[config.mk]
export PLATFORM = sky130hd
export DESIGN_NAME = length_prefixed_frame_deframer
export DESIGN_NICKNAME = d
export VERILOG_FILES = /design/src/lpfd_pkg.sv /design/src/length_prefixed_frame_deframer.sv
export SDC_FILE = /design/constraint.sdc
export NUM_CORES = 1
export LEC_CHECK = 0
export BUFFER_PORTS_ARGS = -buffer_cell sky130_fd_sc_hd__buf_2
export CAP_MARGIN = 10
export CORE_MARGIN = 10
export CORE_UTILIZATION = 40
export CTS_BUF_LIST = sky130_fd_sc_hd__clkbuf_4 sky130_fd_sc_hd__clkbuf_8 sky130_fd_sc_hd__clkbuf_16
export DETAILED_ROUTE_END_ITERATION = 8
export PLACE_DENSITY = 0.56
export SKIP_CTS_REPAIR_TIMING = 1
export SLEW_MARGIN = 20
export SYNTH_ARGS = -nofsm -noshare
export SYNTH_HDL_FRONTEND = slang
export SYNTH_SLANG_ARGS = --single-unit
[constraint.sdc]
create_clock -name clk_i -period 12.39 [get_ports clk_i]
set_clock_uncertainty 0.15 [all_clocks]
set_input_delay 0.6195 -clock clk_i [delete_from_list [all_inputs] [get_ports clk_i]]
set_output_delay 0.6195 -clock clk_i [all_outputs]
set_load 0.01 [all_outputs]
[src/lpfd_pkg.sv]
// Types and constants for the length-prefixed frame deframer.
package lpfd_pkg;

  // Largest payload that a frame may announce.
  localparam int unsigned MaxPayload = 1024;
  // Width of the byte counter and of the reported frame length.
  localparam int unsigned CountW = 11;

  // Header byte positions within a frame.
  localparam logic [CountW-1:0] PosVersion = CountW'(0);
  localparam logic [CountW-1:0] PosType    = CountW'(1);
  localparam logic [CountW-1:0] PosLenLo   = CountW'(2);
  localparam logic [CountW-1:0] PosLenHi   = CountW'(3);
  localparam logic [CountW-1:0] HeaderBytes = CountW'(4);

  // The only header version that is accepted.
  localparam logic [7:0] FrameVersion = 8'd1;

  typedef enum logic {
    CMD_FEED  = 1'b0,
    CMD_CLEAR = 1'b1
  } cmd_e;

  typedef enum logic [1:0] {
    ST_BUSY        = 2'd0,
    ST_DONE        = 2'd1,
    ST_BAD_VERSION = 2'd2,
    ST_TOO_LARGE   = 2'd3
  } status_e;

  typedef struct packed {
    cmd_e       command;
    logic [7:0] data_byte;
  } in_t;

  typedef struct packed {
    status_e           status;
    logic [7:0]        frame_type;
    logic              payload_valid;
    logic [7:0]        payload_byte;
    logic [CountW-1:0] frame_length;
  } out_t;

endpackage

[src/length_prefixed_frame_deframer.sv]
// Length-prefixed frame deframer: parses a byte stream into header and payload.
//
// One byte transaction is accepted per clock cycle while in_ready_o is high, and
// each one yields exactly one result transaction in the next cycle from the output
// register. The header (version, type, 16-bit little-endian length) is checked on
// its fourth byte; payload bytes pass through tagged with the frame type, and the
// last byte of a frame reports frame done with the length. in_ready_o is high
// whenever the output register is empty or its result is taken in the same cycle,
// so the rate is set by that single output register and the consumer's ready.
module length_prefixed_frame_deframer (
  input  logic            clk_i,
  input  logic            rst_ni,
  input  logic            in_valid_i,
  output logic            in_ready_o,
  input  lpfd_pkg::in_t   in_data_i,
  output logic            out_valid_o,
  input  logic            out_ready_i,
  output lpfd_pkg::out_t  out_data_o
);

  // Parser state.
  logic [lpfd_pkg::CountW-1:0] count_q, count_d;
  logic                        version_ok_q, version_ok_d;
  logic [7:0]                  type_q, type_d;
  logic [lpfd_pkg::CountW-1:0] len_q, len_d;

  // Output register.
  logic           out_valid_q, out_valid_d;
  lpfd_pkg::out_t out_data_q, out_data_d;

  logic                        accept;
  logic [15:0]                 len_full;
  logic [lpfd_pkg::CountW-1:0] count_inc;

  assign in_ready_o = !out_valid_q || out_ready_i;
  assign accept     = in_valid_i && in_ready_o;
  assign len_full   = {in_data_i.data_byte, len_q[7:0]};
  assign count_inc  = count_q + lpfd_pkg::CountW'(1);

  // Next parser state and result for the incoming byte.
  always_comb begin
    count_d      = count_q;
    version_ok_d = version_ok_q;
    type_d       = type_q;
    len_d        = len_q;
    out_data_d   = '0;
    out_data_d.status = lpfd_pkg::ST_BUSY;

    if (in_data_i.command == lpfd_pkg::CMD_CLEAR) begin
      count_d      = '0;
      version_ok_d = 1'b0;
      type_d       = '0;
      len_d        = '0;
    end else begin
      case (count_q)
        lpfd_pkg::PosVersion: begin
          version_ok_d = (in_data_i.data_byte == lpfd_pkg::FrameVersion);
          count_d      = count_inc;
        end
        lpfd_pkg::PosType: begin
          type_d  = in_data_i.data_byte;
          count_d = count_inc;
        end
        lpfd_pkg::PosLenLo: begin
          len_d   = {{(lpfd_pkg::CountW-8){1'b0}}, in_data_i.data_byte};
          count_d = count_inc;
        end
        lpfd_pkg::PosLenHi: begin
          out_data_d.frame_type = type_q;
          // Version is checked before the length; errors and empty frames clear.
          if (!version_ok_q || len_full > 16'(lpfd_pkg::MaxPayload) ||
              len_full == 16'd0) begin
            if (!version_ok_q) begin
              out_data_d.status = lpfd_pkg::ST_BAD_VERSION;
            end else if (len_full == 16'd0) begin
              out_data_d.status = lpfd_pkg::ST_DONE;
            end else begin
              out_data_d.status = lpfd_pkg::ST_TOO_LARGE;
            end
            count_d      = '0;
            version_ok_d = 1'b0;
            type_d       = '0;
            len_d        = '0;
          end else begin
            len_d   = len_full[lpfd_pkg::CountW-1:0];
            count_d = lpfd_pkg::HeaderBytes;
          end
        end
        default: begin
          // Payload byte passes through; the last one closes the frame.
          out_data_d.frame_type    = type_q;
          out_data_d.payload_valid = 1'b1;
          out_data_d.payload_byte  = in_data_i.data_byte;
          count_d                  = count_inc;
          if ((count_inc - lpfd_pkg::HeaderBytes) >= len_q) begin
            out_data_d.status       = lpfd_pkg::ST_DONE;
            out_data_d.frame_length = len_q;
            count_d                 = '0;
            version_ok_d            = 1'b0;
            type_d                  = '0;
            len_d                   = '0;
          end
        end
      endcase
    end
  end

  // Output valid follows accepted transactions and drains on ready.
  always_comb begin
    out_valid_d = out_valid_q;
    if (accept) begin
      out_valid_d = 1'b1;
    end else if (out_ready_i) begin
      out_valid_d = 1'b0;
    end
  end

  // Control and parser state registers.
  always_ff @(posedge clk_i or negedge rst_ni) begin
    if (!rst_ni) begin
      count_q      <= '0;
      version_ok_q <= 1'b0;
      type_q       <= '0;
      len_q        <= '0;
      out_valid_q  <= 1'b0;
    end else begin
      out_valid_q <= out_valid_d;
      if (accept) begin
        count_q      <= count_d;
        version_ok_q <= version_ok_d;
        type_q       <= type_d;
        len_q        <= len_d;
      end
    end
  end

  // Result payload register.
  always_ff @(posedge clk_i) begin
    if (accept) begin
      out_data_q <= out_data_d;
    end
  end

  assign out_valid_o = out_valid_q;
  assign out_data_o  = out_data_q;

endmodule

==> summary.md <==
The run finished with clean final reports. The root buffer cell chosen for the clock tree is sky130_fd_sc_hd__clkbuf_8. The global-route total usage across every layer is 13.4%. The most common cell after layout, fill and taps aside is sky130_fd_sc_hd__buf_2. The logs give 8220 um^2 for the standard cell core area and 35 for the largest net degree at the start of global routing. The worst-case IR drop observed on VDD is 76.0 uV.

The critical path contains buffers and inverters numbering 0 combined. For the synthesized netlist cell count, the log shows 326. Yosys mapped a number of flops with a built-in enable equal to 30. In this run, synthesis produced a sequential element count of 62. The insertion delay of the later-clocked pin in the worst-skew pair was 0.36 ns; the die boundary height was 112 um. The number of pins with negative max-slew slack in the final report is 0. The H-tree was split into 3 levels. The worst hold path belongs to the class in -> async.

The capture instance of the worst register-to-register path was type_q[4]$_DFFE_PN0P_. The worst setup path is launched from a flip-flop. The die covers 12,500 um^2. Count of buffers inserted at the top-level ports: 44.

The number of nets in the final layout came out at 396. The number of antenna violations at the first check in global routing came out at 0. The main flop type after synthesis was sky130_fd_sc_hd__dfrtp_1. The number of fillers in the final layout came out at 820. The count of non-filler cells in the finished layout was 478; the total power divided by cell area was 175 nW/um^2. Summed over all failing endpoints, the final setup total negative slack is 0 ns. The number of global-route vias before repair was 2,557; the detail-routed net length per standard cell was 17.0 um. The clock sink count was 62. The critical path goes through ha_1, nand2_1, nor3_1, nand3_1, xor2_1, nand3_1, xnor2_1, ha_1, a21oi_1, o21ai_0, a221oi_1, nand2_1, o221ai_1, a22o_1. In this run the worst path has a maximum fanout of 18. In this run the cell area of the synthesized design comes to 3360 um^2. The congestion estimate from routability-driven global placement came to 0.869. Counting tap cells, the placed design contains a total of 462 instances. Via count normalized by instance count: 5.41. Counting cells, the worst reg-to-reg path comes to 14. The tools report the number of nets with antenna violations after routing as 0. The post-route netlist has 19.0% of its cells at a drive strength greater than 1.

The final clock period utilization by the worst path is 41.0%. Prior to clock tree synthesis, the placed netlist has a worst setup slack of 7.37 ns. The largest delay contributor family on the critical path was compound AO/OA/AOI/OAI gates. Based on the critical path, the design can be clocked at up to 197 MHz. The detailed-placement wirelength estimate came out at 5.85 mm. Counting flops with an async set or reset pin after synthesis yields a share of 51.6%. Clock-pin slew was measured on the worst setup and hold paths at 0.08 ns. The largest single stage delay on the critical path is 0.70 ns. For flop-to-flop paths, the worst setup slack is 7.31 ns. The endpoint required time on the critical path is 12.53 ns.

The largest individual stage delay along the critical path comes from the cell sky130_fd_sc_hd__a221oi_1. For the finished layout, the period the worst path requires is 5.08 ns. The remaining design rule violation count was 0.

Setup slack closes at 7.31 ns. In this run the core area contains 33 standard-cell rows. In the layout the commonest cells are 44 x sky130_fd_sc_hd__buf_2, 32 x sky130_fd_sc_hd__dfrtp_1, 30 x sky130_fd_sc_hd__edfxtp_1.

The analysis attributes to cell leakage a power of 0.00158 uW. TritonCTS created 9 clock buffers. The routed layout has 2,587 vias.

The tools report the final worst hold slack as 0.160 ns. Once the floorplan was initialized, standard cells occupied 40.9% of the core. Measured along the x axis, the die boundary spans 112 um.

For the number of setup violations in the final report, the log shows 0. The number of nets in the synthesized netlist is 354. The first global-routing pass estimated 13.5 mm of wire.

The share of the yosys chip area belonging to registers is 50.6%, and the maximum buffer depth of the clock tree is 2. The total length of routed wires is 8.15 mm. The critical path crosses 14 cells after its start point. TritonCTS built the clock tree. The setup path with the least slack is of type reg -> reg. Dividing the synthesized area by the synthesized cell count gives 10.3 um^2. The area growth from synthesis to layout is 14.3%. The worst register-to-register path begins at count_q[0]$_DFFE_PN0P_.

Setup repair after global routing left no endpoint under its margin. The number of iterations in the first detailed-routing pass is 4, and the critical path data arrival time is 5.22 ns. The run gives 196 as the initial detailed-routing violation count. For this design the top-level I/O count stands at 45.

For this run, the number of Yosys warnings is 0. For the final-report hold violation count, the log shows 0. The tools report the antenna diode count as 0. Yosys mapped the design onto 50 distinct sky130hd cell types.

The worst-margin pin slew came out at 0.857 ns. The worst setup path is captured at a flip-flop. The worst pin sits at a relative slew slack of 42.9%. Max-cap violations in this run came to 0. For this run the aggregate overflow at the end of global routing stands at 0.
cell families (layout without fill, tap and decap cells):
group / Yosys count / after routing / synth area share [%]
multiplexers: 9 / 9 / 2.83
buffers and inverters: 36 / 83 / 4.58
flip-flops: 62 / 62 / 50.6
AO/OA/AOI/OAI: 63 / 63 / 12.8
AND/OR/NAND/NOR: 127 / 127 / 20.0
XOR/XNOR: 14 / 14 / 3.65
adder cells (fa/ha/maj): 15 / 15 / 5.58
flip-flops by register name, summed over array words and instances (netlist names):
name	flops
out_data_o	30
count_q	11
len_q	11
type_q	8
out_valid_o	1
version_ok_q	1
worst max-delay path by stage:
stage / slack [ns] / end / startpoint
floorplan: 8.50 / len_q[0]$_DFFE_PN0P_ / count_q[0]$_DFFE_PN0P_
global placement: 7.58 / type_q[6]$_DFFE_PN0P_ / count_q[0]$_DFFE_PN0P_
detailed placement: 7.37 / type_q[1]$_DFFE_PN0P_ / count_q[0]$_DFFE_PN0P_
CTS: 7.35 / type_q[3]$_DFFE_PN0P_ / count_q[0]$_DFFE_PN0P_
global route: 6.79 / type_q[6]$_DFFE_PN0P_ / count_q[0]$_DFFE_PN0P_
finish: 7.31 / type_q[4]$_DFFE_PN0P_ / count_q[0]$_DFFE_PN0P_
cell usage after synthesis, types with 4 or more instances:
| library cell | count | area share (%) |
|---|---|---|
| sky130_fd_sc_hd__a21oi_1 | 14 | 2.1 |
| sky130_fd_sc_hd__a22o_1 | 7 | 1.8 |
| sky130_fd_sc_hd__and2_1 | 17 | 3.2 |
| sky130_fd_sc_hd__and3_1 | 4 | 0.74 |
| sky130_fd_sc_hd__clkbuf_1 | 10 | 1.1 |
| sky130_fd_sc_hd__dfrtp_1 | 32 | 24 |
| sky130_fd_sc_hd__edfxtp_1 | 30 | 27 |
| sky130_fd_sc_hd__ha_1 | 15 | 5.6 |
| sky130_fd_sc_hd__inv_1 | 20 | 2.2 |
| sky130_fd_sc_hd__mux2i_1 | 8 | 2.4 |
| sky130_fd_sc_hd__nand2_1 | 24 | 2.7 |
| sky130_fd_sc_hd__nand3_1 | 15 | 2.2 |
| sky130_fd_sc_hd__nor2_1 | 20 | 2.2 |
| sky130_fd_sc_hd__nor3_1 | 12 | 1.8 |
| sky130_fd_sc_hd__nor4_1 | 15 | 2.8 |
| sky130_fd_sc_hd__o21ai_0 | 16 | 2.4 |
| sky130_fd_sc_hd__o2bb2ai_1 | 4 | 1.0 |
| sky130_fd_sc_hd__o31ai_1 | 5 | 1.1 |
| sky130_fd_sc_hd__xnor2_1 | 11 | 2.9 |
power breakdown:
part / switching [uW] / internal, uW / total [uW]
registers: 14.8 / 241 / 255
logic: 154 / 93.8 / 248
clock network: 94.1 / 74.4 / 169
total: 263 / 409 / 672
through the flow:
stage               utilization (%)  power [uW]  instance area (um^2)
finish                         46.8         672                  3840
CTS                            46.7         675                  3840
global placement               44.5         504                  3660
detailed placement             44.5         508                  3660
global route                   46.8         719                  3840
floorplan                         -         439                  3360
cell type report:
cell class	count	area (um^2)	share of cell area, %
Sequential cell	62	1700	44.3
Multi-Input combinational cell	228	1510	39.4
Timing Repair Buffer	47	243	6.32
Tap cell	105	131	3.42
Clock buffer	9	124	3.22
Inverter	20	75.1	1.95
Clock inverter	7	56.3	1.46
per-layer routing:
metal  GRT usage, %  routed length, um  part of all wire [%]
met5              0                  0                     0
met4           6.08                134                   1.6
met3           4.29                534                   6.6
met2           20.0               3680                    45
met1           17.1               3790                    47
Note: power is estimated with default switching activity, not from simulation.
